### config.mk
export PLATFORM = sky130hd
export DESIGN_NAME = line_end_converter
export DESIGN_NICKNAME = d
export VERILOG_FILES = /design/src/lec_pkg.sv /design/src/lec_cfg.sv /design/src/lec_step.sv /design/src/lec_out_buf.sv /design/src/line_end_converter.sv
export VERILOG_INCLUDE_DIRS = /design/src /design/src/src
export SDC_FILE = /design/constraint.sdc
export NUM_CORES = 1
export LEC_CHECK = 0
export BUFFER_PORTS_ARGS = -buffer_cell sky130_fd_sc_hd__buf_2
export CORE_AREA = 2 2 85 87
export CTS_CLUSTER_DIAMETER = 120
export DETAILED_ROUTE_END_ITERATION = 8
export DIE_AREA = 0 0 87 89
export PLACE_DENSITY = 0.66
export REMOVE_ABC_BUFFERS = 1
export SLEW_MARGIN = 15
export SYNTH_ARGS = -nofsm -noshare
export SYNTH_HDL_FRONTEND = slang
export SYNTH_SLANG_ARGS = --single-unit
### constraint.sdc
create_clock -name clk -period 3.58 [get_ports clk]
set_clock_uncertainty 0.05 [all_clocks]
set_input_delay 0.179 -clock clk [delete_from_list [all_inputs] [get_ports clk]]
set_output_delay 0.179 -clock clk [all_outputs]
set_load 0.01 [all_outputs]
### src/line_end_converter_assert.svh
// ----------------------------------------------------------------------------
// line end converter assertion macros
// shared property wrappers, clocked on clk and disabled while rst is high
// ----------------------------------------------------------------------------
`ifndef LINE_END_CONVERTER_ASSERT_SVH
`define LINE_END_CONVERTER_ASSERT_SVH

// consequent must hold in the same cycle as the antecedent
`define LEC_ASSERT_SAME(label, ante, cons, msg) \
  label: assert property (@(posedge clk) disable iff (rst) (ante) |-> (cons)) \
    else $error(msg);

// consequent must hold in the cycle after the antecedent
`define LEC_ASSERT_NEXT(label, ante, cons, msg) \
  label: assert property (@(posedge clk) disable iff (rst) (ante) |=> (cons)) \
    else $error(msg);

`endif

### src/lec_pkg.sv
// ----------------------------------------------------------------------------
// lec_pkg
// shared constants and types of the line end converter
// ----------------------------------------------------------------------------
`timescale 1ns / 1ps

package lec_pkg;

  localparam logic [7:0] CH_CR = 8'h0D;
  localparam logic [7:0] CH_LF = 8'h0A;

  // output line end selection, the spare code behaves as lf
  localparam logic [1:0] MODE_LF   = 2'd0;
  localparam logic [1:0] MODE_CRLF = 2'd1;
  localparam logic [1:0] MODE_CR   = 2'd2;

  // register indexes on the configuration port
  localparam logic REG_LINE_END_MODE = 1'b0;

  typedef enum logic [5:0] {
    ST_NORMAL        = 6'b000001,
    ST_CR_SEEN       = 6'b000010,
    ST_RUN_LF        = 6'b000100,
    ST_RUN_CR        = 6'b001000,
    ST_RUN_CRLF      = 6'b010000,
    ST_RUN_CRLF_HELD = 6'b100000
  } scan_state_t;

  // up to three bytes from one input, bytes[0] goes out first
  typedef struct packed {
    logic [2:0][7:0] bytes;
    logic [1:0]      cnt;
  } result_t;

  typedef struct packed {
    scan_state_t scan_state;
    logic        held_is_cr;
  } scan_status_t;

endpackage

### src/lec_cfg.sv
// ----------------------------------------------------------------------------
// lec_cfg
// apb register slave holding the output line end mode
// ----------------------------------------------------------------------------
`timescale 1ns / 1ps

module lec_cfg (
  input  logic        clk,
  input  logic        rst,
  input  logic        psel,
  input  logic        penable,
  input  logic        pwrite,
  input  logic [2:0]  paddr,
  input  logic [31:0] pwdata,
  output logic [31:0] prdata,
  output logic        pready,
  output logic [1:0]  line_end_mode
);
  import lec_pkg::*;

  logic wr_mode;

  assign pready  = 1'b1;
  assign wr_mode = psel && penable && pwrite && (paddr[2] == REG_LINE_END_MODE);

  always_ff @(posedge clk) begin
    if (rst) begin
      line_end_mode <= MODE_LF;
    end else if (wr_mode) begin
      line_end_mode <= pwdata[1:0];
    end
  end

  always_comb begin
    prdata = '0;
    if (paddr[2] == REG_LINE_END_MODE) begin
      prdata = {30'd0, line_end_mode};
    end
  end

endmodule

### src/lec_step.sv
// ----------------------------------------------------------------------------
// lec_step
// scan state machine: turns one input byte into zero to three result bytes
// ----------------------------------------------------------------------------
`timescale 1ns / 1ps

module lec_step (
  input  logic                  clk,
  input  logic                  rst,
  input  logic                  accept,
  input  logic [7:0]            data_byte,
  input  logic                  end_of_stream,
  input  logic [1:0]            line_end_mode,
  output lec_pkg::result_t      res,
  output lec_pkg::scan_status_t status
);
  import lec_pkg::*;

  scan_state_t scan_state, scan_state_next;
  logic        held_is_cr, held_is_cr_next;

  logic [1:0][7:0] eol_bytes;
  logic [1:0]      eol_cnt;
  logic [1:0][7:0] txt_bytes;
  logic [1:0]      txt_cnt;
  scan_state_t     txt_state;
  logic [7:0]      held_byte;
  logic            is_cr, is_lf;

  assign is_cr     = (data_byte == CH_CR);
  assign is_lf     = (data_byte == CH_LF);
  assign held_byte = held_is_cr ? CH_CR : CH_LF;

  // configured line end
  always_comb begin
    eol_bytes = {CH_LF, CH_LF};
    eol_cnt   = 2'd1;
    unique case (line_end_mode)
      MODE_CRLF: begin
        eol_bytes = {CH_LF, CH_CR};
        eol_cnt   = 2'd2;
      end
      MODE_CR: begin
        eol_bytes = {CH_CR, CH_CR};
      end
      default: begin
        eol_bytes = {CH_LF, CH_LF};
      end
    endcase
  end

  // plain text handling of the current byte
  always_comb begin
    if (is_lf) begin
      txt_bytes = eol_bytes;
      txt_cnt   = eol_cnt;
      txt_state = ST_RUN_LF;
    end else if (is_cr) begin
      txt_bytes = eol_bytes;
      txt_cnt   = eol_cnt;
      txt_state = ST_CR_SEEN;
    end else begin
      txt_bytes = {data_byte, data_byte};
      txt_cnt   = 2'd1;
      txt_state = ST_NORMAL;
    end
  end

  always_comb begin
    res             = '0;
    scan_state_next = scan_state;
    held_is_cr_next = held_is_cr;
    if (end_of_stream) begin
      // flush a held byte, a pending cr was already converted
      if (scan_state == ST_RUN_CRLF_HELD) begin
        res.bytes[0] = held_byte;
        res.cnt      = 2'd1;
      end
      scan_state_next = ST_NORMAL;
      held_is_cr_next = 1'b0;
    end else begin
      unique case (scan_state)
        ST_CR_SEEN: begin
          if (is_lf) begin
            scan_state_next = ST_RUN_CRLF;
          end else if (is_cr) begin
            res.bytes[1:0]  = eol_bytes;
            res.cnt         = eol_cnt;
            scan_state_next = ST_RUN_CR;
          end else begin
            res.bytes[0]    = data_byte;
            res.cnt         = 2'd1;
            scan_state_next = ST_NORMAL;
          end
        end
        ST_RUN_LF, ST_RUN_CR: begin
          if ((scan_state == ST_RUN_LF) ? is_lf : is_cr) begin
            res.bytes[1:0] = eol_bytes;
            res.cnt        = eol_cnt;
          end else begin
            // other line byte goes raw, ordinary byte ends the run
            res.bytes[0] = data_byte;
            res.cnt      = 2'd1;
            if (!is_cr && !is_lf) begin
              scan_state_next = ST_NORMAL;
            end
          end
        end
        ST_RUN_CRLF: begin
          if (is_cr || is_lf) begin
            held_is_cr_next = is_cr;
            scan_state_next = ST_RUN_CRLF_HELD;
          end else begin
            res.bytes[0]    = data_byte;
            res.cnt         = 2'd1;
            scan_state_next = ST_NORMAL;
          end
        end
        ST_RUN_CRLF_HELD: begin
          if (held_is_cr && is_lf) begin
            res.bytes[1:0]  = eol_bytes;
            res.cnt         = eol_cnt;
            scan_state_next = ST_RUN_CRLF;
          end else begin
            // broken crlf: held byte raw, then this byte as plain text
            res.bytes[0]    = held_byte;
            res.bytes[2:1]  = txt_bytes;
            res.cnt         = txt_cnt + 2'd1;
            scan_state_next = txt_state;
          end
          held_is_cr_next = 1'b0;
        end
        default: begin
          res.bytes[1:0]  = txt_bytes;
          res.cnt         = txt_cnt;
          scan_state_next = txt_state;
        end
      endcase
    end
  end

  always_ff @(posedge clk) begin
    if (rst) begin
      scan_state <= ST_NORMAL;
      held_is_cr <= 1'b0;
    end else if (accept) begin
      scan_state <= scan_state_next;
      held_is_cr <= held_is_cr_next;
    end
  end

  assign status.scan_state = scan_state;
  assign status.held_is_cr = held_is_cr;

endmodule

### src/lec_out_buf.sv
// ----------------------------------------------------------------------------
// lec_out_buf
// result register, shifts out one input's bytes one per cycle unless stalled
// ----------------------------------------------------------------------------
`timescale 1ns / 1ps

module lec_out_buf (
  input  logic             clk,
  input  logic             rst,
  input  logic             load,
  input  lec_pkg::result_t res,
  input  logic             out_stall,
  output logic             can_load,
  output logic             out_valid,
  output logic [7:0]       out_byte,
  output logic             last
);
  import lec_pkg::*;

  logic [2:0][7:0] bytes;
  logic [1:0]      cnt;
  logic            take;

  assign out_valid = (cnt != 2'd0);
  assign out_byte  = bytes[0];
  assign last      = (cnt == 2'd1);
  assign take      = out_valid && !out_stall;
  // free now, or the final byte leaves this cycle
  assign can_load  = (cnt == 2'd0) || (last && !out_stall);

  always_ff @(posedge clk) begin
    if (rst) begin
      cnt <= 2'd0;
    end else if (load) begin
      cnt <= res.cnt;
    end else if (take) begin
      cnt <= cnt - 2'd1;
    end
  end

  always_ff @(posedge clk) begin
    if (load) begin
      bytes <= res.bytes;
    end else if (take) begin
      bytes <= {8'h00, bytes[2], bytes[1]};
    end
  end

endmodule

### src/line_end_converter.sv
// ----------------------------------------------------------------------------
// line_end_converter
// rewrites lf, crlf and lone cr line ends of a byte stream as the configured
// line end, passing ordinary bytes through
// ----------------------------------------------------------------------------
//
//  channel  handshake                    payload
//  -------  ---------------------------  ---------------------------------
//  input    in_valid / in_stall          data_byte[7:0], end_of_stream
//  output   out_valid / out_stall        out_byte[7:0], last
//  config   apb psel/penable/pwrite      paddr[2:0], pwdata/prdata[31:0]
//
//  one input transaction per cycle while each input yields at most one byte and out_stall is low
//  an input yielding more bytes holds the input side until its last byte leaves the
//  single result register, which shifts out one byte a cycle unless stalled (0 to 3 bytes)
//  inputs that yield no byte are taken every cycle once the result register is free
//  synchronous reset returns the scan state to plain text and line_end_mode to lf,
//  in_stall is high while rst is high
//  out_stall only holds the result register; in_stall follows it combinationally
// ----------------------------------------------------------------------------
`timescale 1ns / 1ps

module line_end_converter (
  input  logic        clk,
  input  logic        rst,
  // input byte stream
  input  logic        in_valid,
  output logic        in_stall,
  input  logic [7:0]  data_byte,
  input  logic        end_of_stream,
  // output byte stream
  output logic        out_valid,
  input  logic        out_stall,
  output logic [7:0]  out_byte,
  output logic        last,
  // configuration port
  input  logic        psel,
  input  logic        penable,
  input  logic        pwrite,
  input  logic [2:0]  paddr,
  input  logic [31:0] pwdata,
  output logic [31:0] prdata,
  output logic        pready
);
  import lec_pkg::*;
  `include "line_end_converter_assert.svh"

  logic         [1:0] line_end_mode;
  logic               can_load;
  logic               in_take;
  logic               out_take;
  logic               scan_idle;
  logic               in_held;
  result_t            res;
  scan_status_t       status;

  // a new transaction is taken whenever the result register frees up
  assign in_stall = rst || !can_load;
  assign in_take  = in_valid && !in_stall;
  assign out_take = out_valid && !out_stall;

  lec_cfg u_cfg (
    .clk           (clk),
    .rst           (rst),
    .psel          (psel),
    .penable       (penable),
    .pwrite        (pwrite),
    .paddr         (paddr),
    .pwdata        (pwdata),
    .prdata        (prdata),
    .pready        (pready),
    .line_end_mode (line_end_mode)
  );

  // combinational conversion of the incoming byte against the scan state
  lec_step u_step (
    .clk           (clk),
    .rst           (rst),
    .accept        (in_take),
    .data_byte     (data_byte),
    .end_of_stream (end_of_stream),
    .line_end_mode (line_end_mode),
    .res           (res),
    .status        (status)
  );

  // result register and byte serializer
  lec_out_buf u_out (
    .clk       (clk),
    .rst       (rst),
    .load      (in_take),
    .res       (res),
    .out_stall (out_stall),
    .can_load  (can_load),
    .out_valid (out_valid),
    .out_byte  (out_byte),
    .last      (last)
  );

  assign scan_idle = (status.scan_state == ST_NORMAL) && !status.held_is_cr;
  assign in_held   = (status.scan_state == ST_RUN_CRLF_HELD);

  // a new input never overwrites bytes still waiting to go out
  `LEC_ASSERT_SAME(a_no_overwrite, in_take, !out_valid || (out_take && last), "bytes overwritten")
  // bytes of one input go out without gaps up to last
  `LEC_ASSERT_NEXT(a_burst_cont, out_take && !last, out_valid, "result burst broken before last")
  // end of stream always returns to plain text
  `LEC_ASSERT_NEXT(a_eos_clears, in_take && end_of_stream, scan_idle, "eos left scan state")
  // a held cr only exists in the held state of a crlf run
  `LEC_ASSERT_SAME(a_held_scope, status.held_is_cr, in_held, "held cr outside held state")

endmodule

-- Word-level counts from Yosys, hierarchy flattened
Cells that the tools add are included.
- flip-flop bits (word level): 35
- bits of input ports: 51
- output and inout bits: 44
- word-level logic and storage cells: 86
- $add $sub $neg: 2
- equality and inequality tests: 13
- multiplexer cells: 40
- bitwise gates (word level): 1
- reductions and logical operators: 23
- operator list (cell ; number):
    $mux W10 ; 5
    $mux W16 ; 3
    $mux W24 ; 2
    $mux W6 ; 7
    $pmux W10 S4 ; 1
    $mux W18 ; 2
    $pmux W8 S4 ; 1
    $pmux W6 S4 ; 1
    $pmux W11 S2 ; 1
    $eq A8 B4 Y1 const B ; 2
    $mux W8 ; 2
    $mux W2 ; 7
    $mux W4 ; 3
    $logic_and A1 B1 Y1 ; 8
    $eq A6 B2 Y1 const B ; 1
    $eq A6 B3 Y1 const B ; 1
    $eq A6 B4 Y1 const B ; 1
    $eq A6 B5 Y1 const B ; 1
    $eq A6 B6 Y1 const B ; 1
    $ne A3 B2 Y1 const B ; 2
    $reduce_and A3 Y1 ; 2
    $logic_not A1 Y1 ; 5
    $eq A2 B1 Y1 const B ; 2
    $reduce_bool A2 Y1 ; 2
    other kinds (12) ; 16

-- Depth between registers and ports, before layout
Gate-level depths: netlist of run 1.
- word-level depth: 9
- gate-level depth with buffers: 9
- mapped depth without buffers: 8

-- Cells and area by module
A second synthesis of run 1 with hierarchy kept.
- cell total of the unflattened synthesis: 331
- area total of the unflattened synthesis: 2987.9 µm²
- modules (own cells, without submodules) (module ; instances ; cells each ; area each (µm²) ; seq. area each (µm²)):
    lec_step ; 1 ; 207 ; 1445.1 ; 140.1
    lec_out_buf ; 1 ; 78 ; 1174.9 ; 760.7
    lec_cfg ; 1 ; 44 ; 352.8 ; 40.0
    line_end_converter ; 1 ; 2 ; 15.0 ; 0.0

-- Worst setup path after synthesis of run 1
Ideal clock, no wire load.
- path kind: reg2reg
- start: register u_out.cnt[0]
- end: register u_out.bytes[10] (netlist name) (enable)
- setup time: 0.438 ns
- arrival time: 2.361 ns
- data required time: 3.092 ns
- setup slack: 0.731 ns
- cell stages (with the launch flop): 4
- path buffers: 0
- period minus slack after synthesis: 2.849 ns
- path through: dfxtp_1 > inv_1 > ha_1 > o21ai_0
- longest elaborated chain between the ends: 8
- elaborated cells between the ends (all ways): 11
- classes of those cells: eq/ne (1); reduce/logical (10)
- ends and longest elaborated chain (element ; RTL line ; text):
    start, declared ; lec_out_buf.sv:21 ; logic [1:0] cnt;
    start signal, assigned ; lec_out_buf.sv:35 ; cnt <= res.cnt;
    start signal, assigned ; lec_out_buf.sv:37 ; cnt <= cnt - 2'd1;
    $eq A2 B1 Y1 ; lec_out_buf.sv:26 ; assign last = (cnt == 2'd1);
    $logic_and A1 B1 Y1 ; lec_out_buf.sv:29 ; assign can_load = (cnt == 2'd0) || (last && !out_stall);
    $logic_or A1 B1 Y1 ; lec_out_buf.sv:29 ;
    $logic_not A1 Y1 ; line_end_converter.sv:58 ; assign in_stall = rst || !can_load;
    $logic_or A1 B1 Y1 ; line_end_converter.sv:58 ;
    $logic_not A1 Y1 ; line_end_converter.sv:59 ; assign in_take = in_valid && !in_stall;
    $logic_and A1 B1 Y1 ; line_end_converter.sv:59 ;
    $reduce_bool A2 Y1 (no line) (*) ; -- ;
    end signal, assigned ; lec_out_buf.sv:43 ; bytes <= res.bytes;
    end signal, assigned ; lec_out_buf.sv:45 ; bytes <= {8'h00, bytes[2], bytes[1]};
    end, declared ; lec_out_buf.sv:20 ; logic [2:0][7:0] bytes;
Mark *: on every way between the ends. The rest lies on a longest branch, timed or not.
A chain may end at the register's enable or synchronous reset.

-- Final worst setup path of run 1
- start: register u_step.scan_state[1]
- end: register u_out.bytes (netlist bit u_out.out_byte[3]) (data pin)
- longest elaborated chain between the ends: 6
- elaborated cells between the ends (all ways): 12
- classes of those cells: eq/ne (5); mux (6); reduce/logical (1)
- ends and longest elaborated chain (element ; RTL line ; text):
    start, declared ; lec_step.sv:19 ; scan_state_t scan_state, scan_state_next;
    start signal, assigned ; lec_step.sv:147 ; scan_state <= scan_state_next;
    $eq A6 B3 Y1 ; lec_step.sv:82, lec_step.sv:97 ;
    $mux W1 ; lec_step.sv:97 ; if ((scan_state == ST_RUN_LF) ? is_lf : is_cr) begin
    $mux W10 ; lec_step.sv:97 ;
    $pmux W10 S4 ; lec_step.sv:82 ; unique case (scan_state)
    $mux W10 (*) ; lec_step.sv:73 ; if (end_of_stream) begin
    $mux W24 (*) ; lec_out_buf.sv:42 ; if (load) begin
Marked as above.

==> results of run 1 <==
## flip-flops by register name (all words and copies together) (netlist names)
| register | flops |
|---|---|
| u_out.cnt | 2 |
| u_out.bytes | 16 |
| u_step.held_is_cr | 1 |
| u_out.out_byte | 8 |
| u_step.scan_state | 6 |
| u_cfg.line_end_mode | 2 |
## synth_stat cells (2+ instances only)
cell type | count | area (um2)
a21o_1 | 4 | 30.03
inv_1 | 13 | 48.80
a31oi_1 | 4 | 25.02
xnor2_1 | 2 | 17.52
o21ai_1 | 3 | 15.01
o21ai_0 | 30 | 150.1
buf_2 | 5 | 25.02
o31ai_1 | 6 | 45.04
o221ai_1 | 2 | 17.52
and3_1 | 4 | 25.02
nor3_2 | 2 | 20.02
nor2_1 | 24 | 90.09
edfxtp_1 | 24 | 720.7
a311oi_1 | 3 | 26.28
mux2i_1 | 3 | 30.03
buf_4 | 41 | 307.8
a21oi_1 | 15 | 75.07
ha_1 | 5 | 62.56
nor3_1 | 3 | 15.01
nand3b_1 | 2 | 15.01
nand4_1 | 8 | 50.05
or4_1 | 2 | 15.01
nor3b_2 | 2 | 25.02
a22oi_1 | 4 | 30.03
nand2b_1 | 3 | 18.77
dfxtp_1 | 11 | 220.2
nand2_1 | 37 | 138.9
conb_1 | 2 | 7.510
o311ai_0 | 2 | 17.52
and2_0 | 2 | 12.51
clkbuf_1 | 12 | 45.04
o211ai_1 | 7 | 52.55
nor2b_1 | 3 | 18.77
a211oi_1 | 3 | 22.52
nand3_1 | 8 | 40.04
## power by group through the flow
stage               sequential, W  clock [W]  combinational [W]
CTS                      0.000510   0.000375           0.000210
finish                   0.000510   0.000371           0.000210
floorplan                0.000529          0           0.000123
global route             0.000515   0.000390           0.000238
detailed placement       0.000520          0           0.000209
global placement         0.000518          0           0.000203
## kinds of logic after synthesis
| group | after synthesis | synth area share |
|---|---|---|
| buffers and inverters | 72 | 0.1613 |
| AOI/OAI and AO/OA | 94 | 0.2258 |
| adders and majority gates | 5 | 0.02338 |
| xor gates and xnor gates | 3 | 0.009819 |
| and+or+nand+nor | 109 | 0.2141 |
| other | 2 | 0.002806 |
| DFF | 35 | 0.3516 |
| muxes | 3 | 0.01122 |
## layout make-up
class / instances / share of cell area
inverter: 13 / 0.01750
clock buffer: 5 / 0.02467
timing repair buffer: 33 / 0.06101
sequential: 35 / 0.3374
tap: 80 / 0.03589
clock inverter: 3 / 0.01570
multi-input combinational: 245 / 0.5079
## metal layers
layer	vias to the layer above	track usage	wire length, um
met2	87	0.2755	2994
met3	8	0.03786	367
met5	-	0	0
li1	1124	-	-
met1	1079	0.2075	2705
met4	0	0.06960	84
## final timing paths
kind	startpoint	slack, ns	endpoint
setup / recovery	u_step.scan_state[1]	0.98	u_out.out_byte[3]
hold / removal	pwdata[1]	0.06	u_cfg.line_end_mode[1]
setup reg to reg	u_step.scan_state[1]	0.98	u_out.out_byte[3]
hold reg to reg	u_out.bytes[20]	0.48	u_out.bytes[12]
## per-stage QoR
step | setup WS, ns | power (W) | cell area, um2 | instances
2_1_floorplan | 0.002690 | 0.0006519 | 2402 | 293
3_5_place_dp | 1.040 | 0.0007287 | 2676 | 406
4_1_cts | 1.039 | 0.001096 | 2789 | 414
3_3_place_gp | 1.088 | 0.0007214 | 2676 | 406
5_1_grt | 0.8227 | 0.001143 | 2789 | 414
6_report | 0.9843 | 0.001091 | 2789 | 414
## worst reg2reg max path: cells and delay by family (launching register included)
family           cells  cell delay, ns
flip-flops           1            0.53
AND/OR/NAND/NOR      4            1.44
AO/OA/AOI/OAI        2            0.32
## placed cells by master, fill, tap and decap left out, types with 3 or more instances in the layout
cell,instances
nand4_1,8
a21oi_1,15
a211oi_1,3
inv_1,13
a31oi_1,4
buf_2,31
nand2b_1,3
dfxtp_1,11
mux2i_1,3
and3_1,4
nor2b_1,3
nand3_1,8
nor2_1,24
nand2_1,37
ha_1,5
conb_1,31
clkbuf_8,5
a21o_1,4
o21ai_1,3
nor3_1,3
o211ai_1,7
edfxtp_1,24
o31ai_1,6
a22oi_1,4
o21ai_0,29
a311oi_1,3
==> results.json, run 1 <==
{
  "firstDrtPassIters": 4,
  "synth_area_um2": 2676,
  "drt-total-wl_mm": 6.152,
  "finalHoldViolCount": 0,
  "drc_errors": 0,
  "crit_chain": "or4b_4 > nor3_4 > or4_1 > nand4_1 > a31oi_1 > o21ai_1",
  "crit_slowest_cell": "or4b_4",
  "ant_nets": 0,
  "power_frac_clock": 0.340,
  "die_x_um": 87,
  "cts_buffers": 5,
  "fmax_mhz": 385.2,
  "cts_tree": "built",
  "required_ns": 3.58,
  "slew_violations": 0,
  "numPortBuffers": 31,
  "final_layout_size_suffix_gt1_frac": 0.1497,
  "rsz0062_at_grt": "false",
  "viasPerCell": 5.551,
  "cp_slowest_stage_delay_ns": 0.55,
  "ys_ff_latch": 35,
  "pwr_density_cell_nw_per_um2": 391.1,
  "cts_hold_buf": 0,
  "critPathLaunchType": "flip-flop",
  "hpwl_mm": 4.565,
  "drtIter0Drc": 334,
  "start_util": 0.3983,
  "grt_pass1_vias": 2148,
  "avgRoutedWirePerCell_um": 14.86,
  "setup_violations": 0,
  "power_switching_w": 0.0003177,
  "min_period_over_period": 0.7251,
  "p_leak_nw": 1.083,
  "synth_warnings": 0,
  "syn_avg_cell_area_um2": 8.286,
  "cp-end-kind": "flip-flop",
  "htreeDepth": 2,
  "die_y_um": 89,
  "worstSetupPathType": "flip-flop to flip-flop",
  "utilization": 0.4151,
  "async_reset_ff_frac": 0,
  "synth-edff-count": 24,
  "post-cts-setup-buffer-count": 0,
  "status": "finished, final reports clean",
  "clkTransAtPathRegs_ns": 0.09,
  "crit_arrival_ns": 2.59,
  "share_comb_of_total_power": 0.192,
  "clockBufferDepth": 2,
  "area_growth_pct": 4.207,
  "nets": 389,
  "worst_slew_pin_slew_ns": 0.8429,
  "n_antenna_cell": 0,
  "overflow": 0,
  "period_minus_slack_ns": 2.596,
  "cts.sinks": 35,
  "cts-root-buf": "clkbuf_8",
  "grt_pass1_wl_mm": 10.18,
  "core_um2": 6719,
  "seq_area_frac_synth": 0.3516,
  "dr_total_vias": 2298,
  "hold_class": "primary input to flip-flop",
  "rr_worst_depth": 6,
  "relSlewSlack": 0.4360,
  "hold_slack_ns": 0.05719,
  "ir_drop_uv": 132.6,
  "grt_max_degree": 28,
  "crit_family": "simple AND/OR/NAND/NOR gates",
  "die_area_um2": 7743,
  "gp_congestion": 0.9633,
  "setup_tns_ns": 0,
  "crit_buf_inv": 0,
  "rows": 30,
  "crit_fanout": 12,
  "p_int_w": 0.0007730,
  "antenna_found_initial": 0,
  "cts_resized": 0,
  "maxCapViolations": 0,
  "multiInputGateArea_um2": 1416,
  "pin_count": 95,
  "p_seq_frac": 0.467,
  "ys_types": 57,
  "syn_inst": 323,
  "switching_share": 0.2913,
  "hold_depth": 3,
  "regArea_um2": 940.9,
  "synth_ff_type": "edfxtp_1",
  "worst-path-stages": 6,
  "grt_usage": 0.1657,
  "num-fill-cells": 677,
  "clk_latency_ns": 0.31
}
No activity file was read; power rests on OpenSTA's default activity.
==> run 2, diff against run 1 <==
--- a/config.mk
+++ b/config.mk
@@ -11,7 +11,7 @@
 export CTS_CLUSTER_DIAMETER = 120
 export DETAILED_ROUTE_END_ITERATION = 8
 export DIE_AREA = 0 0 87 89
-export PLACE_DENSITY = 0.66
+export PLACE_DENSITY = 0.68
 export REMOVE_ABC_BUFFERS = 1
 export SLEW_MARGIN = 15
 export SYNTH_ARGS = -nofsm -noshare
==> constraint.sdc (replaced) <==
create_clock -name clk -period 2.2 [get_ports clk]
set_clock_uncertainty 0.05 [all_clocks]
set_input_delay 0.11 -clock clk [delete_from_list [all_inputs] [get_ports clk]]
set_output_delay 0.11 -clock clk [all_outputs]
set_load 0.01 [all_outputs]
==> results.json, run 2 (synthesis results as in run 1) <==
{
  "p_leak_nw": 1.277,
  "ant_nets": 0,
  "start_util": 0.3983,
  "drc_errors": 0,
  "hold_depth": 3,
  "share_comb_of_total_power": 0.205,
  "drt-total-wl_mm": 6.334,
  "hold_class": "primary input to flip-flop",
  "area_growth_pct": 16.13,
  "drtIter0Drc": 267,
  "dr_total_vias": 2422,
  "grt_usage": 0.1693,
  "core_um2": 6719,
  "slew_violations": 0,
  "period_minus_slack_ns": 2.090,
  "crit_buf_inv": 1,
  "rsz0062_at_grt": "false",
  "rr_worst_depth": 6,
  "r2r_start": "u_step.scan_state[5]",
  "crit_family": "compound AO/OA/AOI/OAI gates",
  "max_flop_register": "u_out.bytes",
  "n_antenna_cell": 0,
  "r2r_slack_ns": 0.11,
  "power_frac_clock": 0.330,
  "clockBufferDepth": 2,
  "final_layout_size_suffix_gt1_frac": 0.2534,
  "cts_tree": "built",
  "clk_latency_ns": 0.29,
  "p_seq_frac": 0.465,
  "status": "finished, final reports clean",
  "cts-root-buf": "clkbuf_8",
  "cp-end-kind": "flip-flop",
  "rows": 30,
  "hold_end": "u_cfg.line_end_mode[0]",
  "crit_arrival_ns": 2.18,
  "critPathLaunchType": "flip-flop",
  "setup_violations": 0,
  "ir_drop_uv": 248.9,
  "htreeDepth": 2,
  "switching_share": 0.2821,
  "required_ns": 2.29,
  "largest_reg_flops": 16,
  "min_from": "pwdata[0]",
  "cp_slowest_stage_delay_ns": 0.47,
  "hpwl_mm": 4.837,
  "final_common_cell": "buf_4",
  "crit_fanout": 6,
  "avgRoutedWirePerCell_um": 14.04,
  "cts_buffers": 5,
  "grt_pass1_vias": 2160,
  "antenna_found_initial": 0,
  "fmax_mhz": 478.5,
  "grt_max_degree": 25,
  "power_w": 0.001782,
  "numPortBuffers": 31,
  "min_period_over_period": 0.9500,
  "crit_chain": "or3_1 > buf_4 > o41a_1 > a21oi_2 > a22oi_1 > o221ai_1",
  "power_switching_w": 0.0005027,
  "clkTransAtPathRegs_ns": 0.08,
  "p_int_w": 0.001280,
  "finalHoldViolCount": 0,
  "die_x_um": 87,
  "utilization": 0.4626,
  "r2r-end": "u_out.bytes[9]",
  "cts.sinks": 35,
  "layout_common_cells": "buf_4, nand2_1, conb_1, buf_2, o21ai_0",
  "pwr_density_cell_nw_per_um2": 573.5,
  "worstSetupPathType": "flip-flop to flip-flop",
  "die_y_um": 89,
  "gp_congestion": 0.9114,
  "post-cts-setup-buffer-count": 0,
  "dp.cells": 442,
  "crit_slowest_cell": "o41a_1",
  "num-fill-cells": 639,
  "relSlewSlack": 0.6507,
  "overflow": 0,
  "worst_slew_pin_slew_ns": 0.5216,
  "grt_pass1_wl_mm": 10.34,
  "die_area_um2": 7743,
  "viasPerCell": 5.370,
  "firstDrtPassIters": 4,
  "pin_count": 95,
  "stdcell_count": 451,
  "nets": 426,
  "maxCapViolations": 0
}
## run 2: cell type report
cell class | instances | area (um2) | share of cell area
Multi-Input combinational cell | 245 | 1451 | 0.4670
Inverter | 13 | 48.80 | 0.01570
Tap cell | 80 | 100.1 | 0.03221
Timing Repair Buffer | 70 | 450.4 | 0.1449
Sequential cell | 35 | 944.7 | 0.3039
Clock inverter | 3 | 43.79 | 0.01409
Clock buffer | 5 | 68.82 | 0.02214
## run 2: metrics by stage
step / hold WS [ns] / setup WS, ns / TNS [ns] / instance area (um2)
6_report: 0.001043 / 0.1101 / 0 / 3108
5_1_grt: 0.001892 / 0.004659 / 0 / 3108
4_1_cts: 0.004496 / 0.03384 / 0 / 3077
3_5_place_dp: 0.3012 / 0.001299 / 0 / 2947
3_3_place_gp: 0.2993 / 0.01410 / 0 / 2947
2_1_floorplan: 0.1291 / -1.377 / -42.90 / 2402
## run 2: power by group through the flow
stage          Clock (W)  Sequential [W]  Combinational (W)
3_5_place_dp           0        0.000844           0.000362
6_report        0.000589        0.000829           0.000365
3_3_place_gp           0        0.000842           0.000355
2_1_floorplan          0        0.000861           0.000200
5_1_grt         0.000634        0.000837           0.000412
4_1_cts         0.000600        0.000829           0.000364
## run 2: worst max path at each step
| stage | from | end | slack, ns | cells after the start |
|---|---|---|---|---|
| after floorplan | u_out.cnt[1] | u_out.bytes[10] | -1.38 | 5 |
| after global placement | u_step.scan_state[2] | u_out.out_byte[0] | 0.01 | 7 |
| after detailed placement | u_step.scan_state[2] | u_out.cnt[0] | 0.001 | 7 |
| after CTS | u_step.scan_state[0] | u_out.cnt[0] | 0.03 | 7 |
| after global routing | u_cfg.line_end_mode[0] | u_out.out_byte[1] | 0.005 | 8 |
| final | u_step.scan_state[5] | u_out.bytes[9] | 0.11 | 6 |
## run 2: timing repair
action	4_1_cts	5_1_grt
hold buffers	1	0
resized for setup	2	7
endpoints found under the hold margin	1	0
setup endpoints to repair	3	11
gates cloned	0	0
## run 2: per-layer routing
layer | routed length [um] | vias to the layer above | global-route usage
li1 | - | 1199 | -
met1 | 2766 | 1112 | 0.2135
met2 | 3041 | 102 | 0.2859
met3 | 415 | 9 | 0.04340
met4 | 111 | 0 | 0.05114
met5 | 0 | - | 0
## run 2: worst reg2reg max path, stage by stage, from the launching register on
cell and delay [ns]:
dfxtp_1 0.37, or3_1 0.42, buf_4 0.16, o41a_1 0.47, a21oi_2 0.20, a22oi_1 0.09
o221ai_1 0.19
